[config.mk]
export PLATFORM = sky130hd
export DESIGN_NAME = gain_map_metadata_parser_core
export DESIGN_NICKNAME = d
export VERILOG_FILES = /design/src/hdl/gmmp_pkg.sv /design/src/hdl/gain_map_metadata_parser_core.sv
export SDC_FILE = /design/constraint.sdc
export NUM_CORES = 1
export LEC_CHECK = 0
export ABC_AREA = 1
export BUFFER_PORTS_ARGS = -buffer_cell sky130_fd_sc_hd__buf_2
export CAP_MARGIN = 10
export CORE_MARGIN = 1
export CORE_UTILIZATION = 25
export DETAILED_ROUTE_END_ITERATION = 12
export PLACE_DENSITY_LB_ADDON = 0.05
export SETUP_SLACK_MARGIN = 0.5
export SLEW_MARGIN = 25
export SYNTH_ARGS = -nofsm -noshare
export SYNTH_HDL_FRONTEND = slang
export SYNTH_SLANG_ARGS = --single-unit
[constraint.sdc]
create_clock -name i_clk -period 11.6 [get_ports i_clk]
set_clock_uncertainty 0.05 [all_clocks]
set_input_delay 3.48 -clock i_clk [delete_from_list [all_inputs] [get_ports i_clk]]
set_output_delay 3.48 -clock i_clk [all_outputs]
set_load 0.005 [all_outputs]
[src/hdl/gmmp_pkg.sv]
`default_nettype none

package gmmp_pkg;

    // Error codes
    localparam logic [2:0] ERR_NONE       = 3'd0;
    localparam logic [2:0] ERR_IMAGE_VER  = 3'd1;
    localparam logic [2:0] ERR_VERSION    = 3'd2;
    localparam logic [2:0] ERR_BACKWARD   = 3'd3;
    localparam logic [2:0] ERR_RSVD_FLAGS = 3'd4;
    localparam logic [2:0] ERR_ZERO_DENOM = 3'd5;
    localparam logic [2:0] ERR_TRUNCATED  = 3'd6;
    localparam logic [2:0] ERR_TRAILING   = 3'd7;

    // Rational kinds
    localparam logic [2:0] KIND_BASE_HEADROOM = 3'd0;
    localparam logic [2:0] KIND_ALT_HEADROOM  = 3'd1;
    localparam logic [2:0] KIND_GAIN_MIN      = 3'd2;
    localparam logic [2:0] KIND_ALT_OFFSET    = 3'd6;

    // Header byte positions
    localparam logic [3:0] POS_IMAGE_VER = 4'd0;
    localparam logic [3:0] POS_VER_LAST  = 4'd4;
    localparam logic [3:0] POS_FLAGS     = 4'd5;
    localparam logic [3:0] POS_BODY      = 4'd6;

    // Flag byte masks
    localparam logic [7:0] FLAG_BACKWARD = 8'h04;
    localparam logic [7:0] FLAG_ALLOWED  = 8'hC8;

    // Byte index within a word or rational at which it completes
    localparam logic [2:0] IDX_WORD_END = 3'd3;
    localparam logic [2:0] IDX_PAIR_END = 3'd7;

    localparam logic [1:0] CHAN_LAST = 2'd2;

endpackage

`default_nettype wire

[src/hdl/gain_map_metadata_parser_core.sv]
`default_nettype none

// Gain-map metadata parser.
// Slave side: one payload byte per beat on s_axis_tdata, s_axis_tlast on the
// payload's final byte. Header (image version, two version words, flags) is
// checked, then every headroom and per-channel rational is sent on the master
// side as one beat: tdata = {denominator, numerator}, tuser carries the kind,
// channel, flag bits and error code, tlast marks the last beat of a payload.
// An error gives one beat with zero values, the code in tuser and tlast set;
// the rest of the payload up to its final byte is then dropped silently.
// The result of an accepted byte is in the output register in the cycle after
// it is taken. Throughput: one byte per cycle while s_axis_tready is high,
// set by the combinational decode between the byte handshake and the result
// register; the parser state is updated in the same cycle a byte is taken.
// s_axis_tready stays high while the output register is empty or being
// drained, so a stalled receiver holds one result and then back-pressures.
// Reset (synchronous, active low) empties the output register and returns
// the parser to the start of a payload.
module gain_map_metadata_parser_core (
    input  wire logic        i_clk,
    input  wire logic        i_rst_n,
    input  wire logic        s_axis_tvalid,
    output logic             s_axis_tready,
    input  wire logic [7:0]  s_axis_tdata,   // [7:0] payload_byte
    input  wire logic        s_axis_tlast,   // final_byte
    output logic             m_axis_tvalid,
    input  wire logic        m_axis_tready,
    output logic [63:0]      m_axis_tdata,   // [31:0] numerator, [63:32] denominator
    output logic [10:0]      m_axis_tuser,   // [2:0] field_kind, [4:3] channel_index,
                                             // [5] multichannel, [6] base_color_space,
                                             // [7] shared_denominator, [10:8] error_code
    output logic             m_axis_tlast    // last_result
);
    import gmmp_pkg::*;

    // parser state
    logic [3:0]  r_pos, n_pos;
    logic [2:0]  r_flags, n_flags;          // {multi, base cs, shared}
    logic [31:0] r_cden, n_cden;
    logic [31:0] r_word, n_word;
    logic [31:0] r_held, n_held;
    logic [2:0]  r_field, n_field;
    logic [1:0]  r_chan, n_chan;
    logic        r_discard, n_discard;

    // output register
    logic        r_out_valid;
    logic [63:0] r_out_data;
    logic [10:0] r_out_user;
    logic        r_out_last;

    logic        accept;
    logic        fin;
    logic [7:0]  b;

    // decode results
    logic        res_valid;
    logic        res_last;
    logic [2:0]  res_kind;
    logic [1:0]  res_chan;
    logic [31:0] res_num;
    logic [31:0] res_den;
    logic [2:0]  res_err;
    logic [2:0]  res_flags;

    logic        do_fail;
    logic [2:0]  fail_code;
    logic        complete;
    logic        restart;
    logic [31:0] w;
    logic [2:0]  k;
    logic        shared;
    logic        multi;
    logic        is_last;

    assign s_axis_tready = !r_out_valid || m_axis_tready;
    assign accept        = s_axis_tvalid && s_axis_tready;
    assign fin           = s_axis_tlast;
    assign b             = s_axis_tdata;
    assign w             = {r_word[23:0], b};
    assign k             = 3'(r_pos - POS_BODY);
    assign shared        = r_flags[0];
    assign multi         = r_flags[2];

    always_comb begin
        n_pos     = r_pos;
        n_flags   = r_flags;
        n_cden    = r_cden;
        n_word    = r_word;
        n_held    = r_held;
        n_field   = r_field;
        n_chan    = r_chan;
        n_discard = r_discard;

        do_fail   = 1'b0;
        fail_code = ERR_NONE;
        complete  = 1'b0;
        restart   = 1'b0;
        is_last   = 1'b0;
        res_valid = 1'b0;
        res_last  = 1'b0;
        res_kind  = KIND_BASE_HEADROOM;
        res_chan  = '0;
        res_num   = '0;
        res_den   = '0;
        res_err   = ERR_NONE;
        res_flags = (r_pos == POS_FLAGS) ? {b[7], b[6], b[3]} : r_flags;

        if (r_discard) begin
            restart = fin;
        end else if (r_pos < POS_FLAGS) begin
            if ((r_pos == POS_IMAGE_VER && b != 8'd0) || fin) begin
                do_fail   = 1'b1;
                fail_code = ERR_IMAGE_VER;
            end else if (r_pos == POS_VER_LAST && (r_word[7:0] | b) != 8'd0) begin
                do_fail   = 1'b1;
                fail_code = ERR_VERSION;
            end else begin
                n_word = (r_pos == POS_VER_LAST) ? '0 : (r_word | {24'd0, b});
                n_pos  = r_pos + 4'd1;
            end
        end else if (r_pos == POS_FLAGS) begin
            n_flags = {b[7], b[6], b[3]};
            if ((b & FLAG_BACKWARD) != 8'd0) begin
                do_fail   = 1'b1;
                fail_code = ERR_BACKWARD;
            end else if ((b & ~FLAG_ALLOWED) != 8'd0) begin
                do_fail   = 1'b1;
                fail_code = ERR_RSVD_FLAGS;
            end else if (fin) begin
                do_fail   = 1'b1;
                fail_code = ERR_TRUNCATED;
            end else begin
                n_word = '0;
                n_pos  = POS_BODY;
            end
        end else if (shared) begin
            if (k < IDX_WORD_END) begin
                n_word = w;
                if (fin) begin
                    do_fail   = 1'b1;
                    fail_code = ERR_TRUNCATED;
                end else begin
                    n_pos = r_pos + 4'd1;
                end
            end else begin
                n_word = '0;
                n_pos  = POS_BODY;
                if (r_cden == '0) begin
                    if (w == '0) begin
                        do_fail   = 1'b1;
                        fail_code = ERR_ZERO_DENOM;
                    end else if (fin) begin
                        do_fail   = 1'b1;
                        fail_code = ERR_TRUNCATED;
                    end else begin
                        n_cden = w;
                    end
                end else begin
                    complete = 1'b1;
                    res_num  = w;
                    res_den  = r_cden;
                end
            end
        end else begin
            if (k < IDX_PAIR_END) begin
                n_word = w;
                if (k == IDX_WORD_END) begin
                    n_held = w;
                    n_word = '0;
                end
                if (fin) begin
                    do_fail   = 1'b1;
                    fail_code = ERR_TRUNCATED;
                end else begin
                    n_pos = r_pos + 4'd1;
                end
            end else begin
                n_word = '0;
                n_pos  = POS_BODY;
                if (w == '0) begin
                    do_fail   = 1'b1;
                    fail_code = ERR_ZERO_DENOM;
                end else begin
                    complete = 1'b1;
                    res_num  = r_held;
                    res_den  = w;
                end
            end
        end

        if (complete) begin
            res_kind = r_field;
            res_chan = (r_field >= KIND_GAIN_MIN) ? r_chan : 2'd0;
            is_last  = (r_field >= KIND_ALT_OFFSET) && (!multi || r_chan >= CHAN_LAST);
            if (is_last) begin
                if (!fin) begin
                    do_fail   = 1'b1;
                    fail_code = ERR_TRAILING;
                end else begin
                    res_valid = 1'b1;
                    res_last  = 1'b1;
                    restart   = 1'b1;
                end
            end else if (fin) begin
                do_fail   = 1'b1;
                fail_code = ERR_TRUNCATED;
            end else begin
                res_valid = 1'b1;
                if (r_field < KIND_ALT_OFFSET) begin
                    n_field = r_field + 3'd1;
                end else begin
                    n_field = KIND_GAIN_MIN;
                    n_chan  = r_chan + 2'd1;
                end
            end
        end

        if (do_fail) begin
            res_valid = 1'b1;
            res_last  = 1'b1;
            res_kind  = KIND_BASE_HEADROOM;
            res_chan  = '0;
            res_num   = '0;
            res_den   = '0;
            res_err   = fail_code;
            restart   = 1'b1;
        end

        if (restart) begin
            n_pos     = POS_IMAGE_VER;
            n_flags   = '0;
            n_cden    = '0;
            n_word    = '0;
            n_held    = '0;
            n_field   = KIND_BASE_HEADROOM;
            n_chan    = '0;
            n_discard = do_fail && !fin;
        end
    end

    always_ff @(posedge i_clk) begin
        if (!i_rst_n) begin
            r_pos     <= POS_IMAGE_VER;
            r_flags   <= '0;
            r_cden    <= '0;
            r_word    <= '0;
            r_held    <= '0;
            r_field   <= KIND_BASE_HEADROOM;
            r_chan    <= '0;
            r_discard <= 1'b0;
        end else if (accept) begin
            r_pos     <= n_pos;
            r_flags   <= n_flags;
            r_cden    <= n_cden;
            r_word    <= n_word;
            r_held    <= n_held;
            r_field   <= n_field;
            r_chan    <= n_chan;
            r_discard <= n_discard;
        end
    end

    // result register: loads whenever a byte is taken, since then it is free
    always_ff @(posedge i_clk) begin
        if (!i_rst_n) begin
            r_out_valid <= 1'b0;
        end else if (accept) begin
            r_out_valid <= res_valid;
        end else if (m_axis_tready) begin
            r_out_valid <= 1'b0;
        end
    end

    always_ff @(posedge i_clk) begin
        if (accept && res_valid) begin
            r_out_data <= {res_den, res_num};
            r_out_user <= {res_err, res_flags[0], res_flags[1], res_flags[2],
                           res_chan, res_kind};
            r_out_last <= res_last;
        end
    end

    assign m_axis_tvalid = r_out_valid;
    assign m_axis_tdata  = r_out_data;
    assign m_axis_tuser  = r_out_user;
    assign m_axis_tlast  = r_out_last;

endmodule

`default_nettype wire
# ---- Word-level counts from Yosys, hierarchy flattened
# Cells that the tools add are included.
# Widths: inputs -> output; s select.
dict set report totals {
  ff_bits 186
  output_inout_bits 78
  word_cells 205
}
dict set report op_classes {
  n_reduce_logical 34
  n_addsub 4
  order_cmp 7
  eq_ne 17
  bitwise 4
  mux 124
}
# op n
set op_table {}
lappend op_table {{$mux 32} 40}
lappend op_table {{$mux 3} 25}
lappend op_table {{$logic_not 32->1} 2}
lappend op_table {{$mux 4} 13}
lappend op_table {{$mux 1} 39}
lappend op_table {{$or 32x8->32} 1}
lappend op_table {{$reduce_bool 8->1} 3}
lappend op_table {{$mux 2} 7}
lappend op_table {{$reduce_and 7->1} 2}
lappend op_table {{$ne 2x2->1 const B} 6}
lappend op_table {{$ne 4x4->1 const B} 3}
lappend op_table {{$reduce_bool 2->1} 6}
lappend op_table {{$reduce_and 9->1} 1}
lappend op_table {{$eq 4x3->1 const B} 2}
lappend op_table {{$or 8x8->8} 1}
lappend op_table {{$logic_and 1x1->1} 6}
lappend op_table {{$lt 3x3->1 const B} 2}
lappend op_table {{$ne 2x1->1 const B} 3}
lappend op_table {{$ne 3x3->1 const B} 2}
lappend op_table {{$reduce_and 5->1} 1}
lappend op_table {{$add 4x1->4 const B} 1}
lappend op_table {{$logic_not 4->1} 1}
lappend op_table {{$lt 4x3->1 const B} 1}
lappend op_table {{$reduce_and 4->1} 1}
lappend op_table {{other kinds (16)} 21}

# ---- Logic depth before layout (Yosys ltp)
# Gate-level depths: netlist of run 1.
dict set report logic_depth {
  word_depth 14
  depth_mapped 21
}

# ---- Worst setup path after synthesis of run 1
# OpenSTA, ideal clock, no wires.
dict set report synth_timing {
  path_kind {input to output}
  start {in m_axis_tready}
  end {out s_axis_tready}
  setup_slack_ns 4.487
  path_buffers 0
  arrival_ns 3.583
  stages 2
  cell_sequence {inv_1 nand2_1}
}
dict set report synth_between {
  elab_chain_cells 1
}
# element line
set synth_lines {}
lappend synth_lines {{start, declared} gain_map_metadata_parser_core.sv:27} ;# input wire logic m_axis_tready,
lappend synth_lines {{$logic_or 1x1->1} gain_map_metadata_parser_core.sv:76} ;# assign s_axis_tready = !r_out_valid || m_axis_tready;
lappend synth_lines {{end, declared} gain_map_metadata_parser_core.sv:23} ;# output logic s_axis_tready,
# Every way passes these cells.

# ---- Final worst setup path of run 1
# Ends and elaborated chain as after synthesis.

==> metrics.txt, run 1 <==
EDFF count, synth=76; Num CTS Buffers=17; Hold Path End=r_chan[0]; Avg Inst Size Synth=7.292 µm²; WHS Path Cells=2; Critical Path AT=3810 ps; largest net degree at the start of global routing=77; GRT Total Usage=16.72%; first-pass GRT wire length=48,420 µm; combinational fraction of design power=24.5%; post-synthesis cell count=1,275; fin crit period=7339 ps; PortBufs=90; Worst Setup SP=m_axis_tready; r2r worst-path depth=18; post_cts resized=0; Pint=0.001238 W; die area=37,970 µm²; fin nets=1,340; Storage cell area=4325 µm²; Diodes inserted=0; Post-Syn Nets=1,297; RR Startpoint=r_pos[2]; Clock Tree Buf Depth=2; highest-count cells in the layout ignoring fill and taps=259 x nand2_1, 238 x nor2_1, 171 x inv_1, 107 x nand3_1, 101 x dfxtp_1; sequential area share after synthesis=46.51%; WP data required=8070 ps; Critical Path Stages=4; #FFs+latches synth=178; CP cell instances=buf_2 -> inv_1 -> nand2_1 -> buf_2; die height=194.9 µm; Synth warnings=0; wire length per cell=17.22 µm; Worst R2R Setup Slack=6500 ps; # IOs=91; Critical Path Most Common Cell=buf_2; Critical Path Sink Type=output pin; Routed Antenna Nets=0; NetSw=0.0006561 W; post-synth top area share=24.55%; most common cell after layout, fill and taps aside=nand2_1; Sum Neg Setup Slack=0 ps; Mapped Area=9298 µm²; Peak Freq=0.1363 GHz; initial core utilization=25.40%; initial antenna violation count=0; Pre-antenna DRT Iters=5; Yosys top cell by area=edfxtp_1; clock root cell=clkbuf_16; Post-DP HPWL=19,400 µm; Slew @ Worst Pin=990.2 ps; Setup CP Type=in -> out; final instance area=10,660 µm²; slew margin rel.=33.98%; Worst-Skew Late Latency=460 ps; multi-input logic area=3814 µm²; area of placed instances=10,040 µm²; H-tree depth=4; row cnt=70; hold crit path type=reg -> reg; total wire length=30,970 µm; main flop type after synthesis=dfxtp_1; vias per cell=4.539; layout cells sized above 1=13.45%; die width=194.9 µm; post-synthesis async set-or-reset flop share=0%; RSZ-0062 raised after global routing=no; Crit-path slowest cell=buf_2; post-synthesis cell type count=39; clock share of power=32.7%; CORE AREA=36,610 µm²; Synth area leaders=edfxtp_1 25%, dfxtp_1 22%, nand2_1 10%, nor2_1 9.6%, inv_1 7.0%; RePlAce Congestion=0.7714; clk slew on worst S/H paths=80 ps; Leak=4.425 nW; max cap viols=0; routed via count=8,165; fin crit share=63.27%; Worst VDD drop=0.1179 mV; vias in the first global route=8,000; status=complete, no violations; Slew Limit Fails=0; switching share of total power=34.63%; Final Hold Violating Endpoints=0; final setup vio count=0; initial detailed-routing violation count=607; CP Launch Type=input pin; Power Density=177.7 nW/µm²; Clock Sinks=178; post-CTS setup buffers=0; reg2reg end=r_cden[7]; # DRC=0; Max stage delay on crit path=130 ps; # hold bufs at CTS=0; CP max FO=3; gr ovfl total=0; Area Overhead vs Synth=14.64%; Top delay family on crit path=buffers and inverters; Seq pwr share=42.7%; hold_sp=r_chan[0]; Fill cells=4,116; CTS tree=built; Buf/Inv on CP=3
worst reg2reg max path, cell delays in order (launching register included):
cell	delay, ps
dfxtp_1	510
inv_2	90
ha_1	310
nor2_1	90
inv_2	610
o21ai_1	280
nand2_1	140
nand3_1	80
nand2_1	120
nand2_1	50
nand2_1	80
nand2_2	120
nor2_8	310
buf_4	570
nand2_1	550
nand3_4	690
nand2_1	190
nand2_1	90
nor2_1	60
logic make-up after synthesis:
| group | count (synthesis) | synth area share (%) |
|---|---|---|
| buffers and inverters | 286 | 12.64 |
| AND/OR/NAND/NOR | 653 | 29.55 |
| AO/OA/AOI/OAI | 146 | 9.810 |
| adder cells (fa/ha/maj) | 9 | 1.211 |
| flip-flops | 178 | 46.51 |
| XOR/XNOR | 3 | 0.2827 |
per-layer routing:
layer / track usage [%] / vias up / part of all wire [%]
met5: 0 / - / 0
li1: - / 4151 / -
met2: 26.99 / 134 / 47
met3: 2.343 / 23 / 2.5
met1: 22.92 / 3857 / 49
met4: 5.395 / 0 / 1.7
through the flow:
step	hold slack, ps	setup WS (ps)	total power, W	cells	utilization [%]
final	419.1	4261	0.001894	1799	29.11
after global routing	441.5	4183	0.002019	1799	29.11
after CTS	421.1	4257	0.001929	1799	29.10
after detailed placement	408.5	4094	0.001296	1767	27.42
after global placement	399.8	4192	0.001298	1767	27.41
after floorplan	387.6	4487	0.001146	1275	-
Yosys cell counts (2+ instances only):
master / n
o211ai_1: 2
xor2_1: 2
nand3_4: 2
nand2_1: 260
nand2_2: 4
nor3_1: 2
a21oi_1: 63
clkbuf_1: 38
nand3_1: 108
o22ai_1: 2
buf_2: 25
o21ai_1: 10
inv_2: 25
nor2_1: 238
buf_6: 7
ha_1: 9
clkinv_1: 11
o21ai_0: 23
buf_4: 4
inv_1: 174
o32ai_1: 32
dfxtp_1: 102
nor2_2: 4
o31ai_1: 8
edfxtp_1: 76
nand4_1: 31
power by group through the flow:
stage          Sequential, W  Clock, W  Combinational, W
2_1_floorplan       0.000809         0          0.000337
3_3_place_gp        0.000825         0          0.000472
3_5_place_dp        0.000824         0          0.000472
4_1_cts             0.000811  0.000643          0.000474
5_1_grt             0.000822  0.000665          0.000533
6_report            0.000809  0.000620          0.000465
cell type report:
type	instances	share of cell area, %
multi-input combinational	811	35.78
sequential	178	40.58
clock buffer	22	4.660
timing repair buffer	99	4.895
clock inverter	10	1.127
inverter	211	7.466
tap	468	5.494
registers in the layout (all words and copies together), names as in the netlist, 3 cells and up:
name / cells
m_axis_tdata: 64
m_axis_tuser: 11
r_cden: 32
r_field: 3
r_flags: 3
r_held: 32
r_pos: 4
r_word: 24
worst max path at each step:
stage / endpoint / slack (ps)
3_5_place_dp: r_cden[7] / 4090
3_3_place_gp: r_cden[6] / 4190
2_1_floorplan: s_axis_tready / 4490
6_report: s_axis_tready / 4260
5_1_grt: r_held[18] / 4180
4_1_cts: s_axis_tready / 4260
No activity file was read; power rests on OpenSTA's default activity.
==> inputs of run 2 (changes only) <==
==> constraint.sdc (replaced) <==
create_clock -name i_clk -period 7.6 [get_ports i_clk]
set_clock_uncertainty 0.05 [all_clocks]
set_input_delay 2.28 -clock i_clk [delete_from_list [all_inputs] [get_ports i_clk]]
set_output_delay 2.28 -clock i_clk [all_outputs]
set_load 0.005 [all_outputs]
==> run 2 against run 1 <==
Net effect:
- first-iteration DRC count fell by 15%
- combinational power rose by 53%
- power rose by 50%
- sequential power rose by 52%
- critical endpoint is now r_held[1]
- largest cell class unchanged
- highest routed layer unchanged
==> metrics.txt, run 2 (synthesized netlist as in run 1, its figures left out) <==
status=complete, no violations; clock root cell=clkbuf_16; row cnt=70; Worst VDD drop=0.1597 mV; Num CTS Buffers=17; CP max FO=53; largest net degree at the start of global routing=88; Largest register FFs=64; final setup vio count=0; Clock Tree Buf Depth=2; initial core utilization=25.40%; slew margin rel.=38.54%; RePlAce Congestion=0.7570; vias per cell=4.539; vias in the first global route=7,882; Setup CP Type=in -> reg; die width=194.9 µm; WP data required=7890 ps; routed via count=8,188; CTS tree=built; Worst-Skew Late Latency=450 ps; initial antenna violation count=0; total wire length=30,880 µm; Critical Path AT=5760 ps; CP Launch Type=input pin; layout cells sized above 1=13.55%; RR Startpoint=r_pos[2]; hold crit path type=reg -> reg; Slew @ Worst Pin=921.9 ps; # DRC=0; Sum Neg Setup Slack=0 ps; Placement Setup Slack=1697 ps; hold_sp=r_chan[0]; die area=37,970 µm²; # IOs=91; fin crit share=72.02%; first-pass GRT wire length=48,100 µm; most common cell after layout, fill and taps aside=nand2_1; H-tree depth=4; Peak Freq=0.1827 GHz; clk slew on worst S/H paths=70 ps; Routed Antenna Nets=0; final hold slack=416.2 ps; post_cts resized=0; Slew Limit Fails=0; fin crit period=5474 ps; PortBufs=90; wire length per cell=17.12 µm; RSZ-0062 raised after global routing=no; Pre-antenna DRT Iters=4; Final Hold Violating Endpoints=0; Clock Sinks=178; Area Overhead vs Synth=14.59%; Leak=4.434 nW; GRT Total Usage=16.61%; # hold bufs at CTS=0; gr ovfl total=0; highest-count cells in the layout ignoring fill and taps=260 x nand2_1, 238 x nor2_1, 172 x inv_1, 107 x nand3_1, 101 x dfxtp_1; Post-DP HPWL=19,580 µm; die height=194.9 µm; max cap viols=0; fin nets=1,345; Diodes inserted=0; CORE AREA=36,610 µm²; Power Density=267.3 nW/µm²; Worst Slack Setup Final=2126 ps; Worst Setup SP=s_axis_tdata[0]; initial detailed-routing violation count=517; post-CTS setup buffers=0; Critical Path Sink Type=flop
## run 2: changes by cell type in the layout (fill, tap and decap cells not counted), sizes merged
cell      before  now
buf           99  104
bufinv         2    1
clkbuf        22   23
clkinvlp       1    2
inv          201  200
## run 2: critical path: stages
cell and delay (ps):
buf_2 150, nor2_1 110, nand3_1 160, nor2_2 220, nand2_1 80, nor2_2 150
nor2_1 80, nor2_1 90, nor2_1 80, o211ai_2 90, nand2_2 140, nor2_8 530
nand2_1 550, nand3_4 710, nand2_1 110, nand2_1 90, nor2_1 50
## run 2: final timing paths
path	end	slack, ps	depth (start not counted)
setup / recovery	r_held[1]	2130	17
hold / removal	r_chan[0]	420	2
setup reg to reg	r_held[1]	2950	17
hold reg to reg	r_chan[0]	420	2
## run 2: per-stage QoR
step / total power, W / cell area [µm²] / instances / utilization [%]
2_1_floorplan: 0.001749 / 9298 / 1275 / -
3_3_place_gp: 0.001984 / 10070 / 1772 / 27.52
3_5_place_dp: 0.001983 / 10070 / 1772 / 27.52
4_1_cts: 0.002902 / 10650 / 1804 / 29.09
5_1_grt: 0.003038 / 10650 / 1804 / 29.10
6_report: 0.002848 / 10650 / 1804 / 29.10
## run 2: per-layer routing
metal  GRT usage, %  routed length [µm]  up-vias
met5              0                   0        -
met4          4.345                 329        0
met3          2.707                1082       17
met2          25.82               13910      146
met1          23.70               15560     3869
li1               -                   -     4156
## run 2: final cells by class
type,instances,area (µm²)
fillers,4048,25960
flip-flops and latches,178,4325
multi-input cells,811,3811
inverters,211,795.8
well taps,468,585.6
repair buffers,104,559.3
clock buffers,23,499.2
clock inverters,9,77.57
## run 2: report_power, final
part | internal, W | total, W | switching [W]
logic | 0.000213 | 0.000712 | 0.000499
clock network | 0.000496 | 0.000901 | 0.000405
registers | 0.00114 | 0.00123 | 0.0000899
total | 0.00185 | 0.00285 | 0.000994
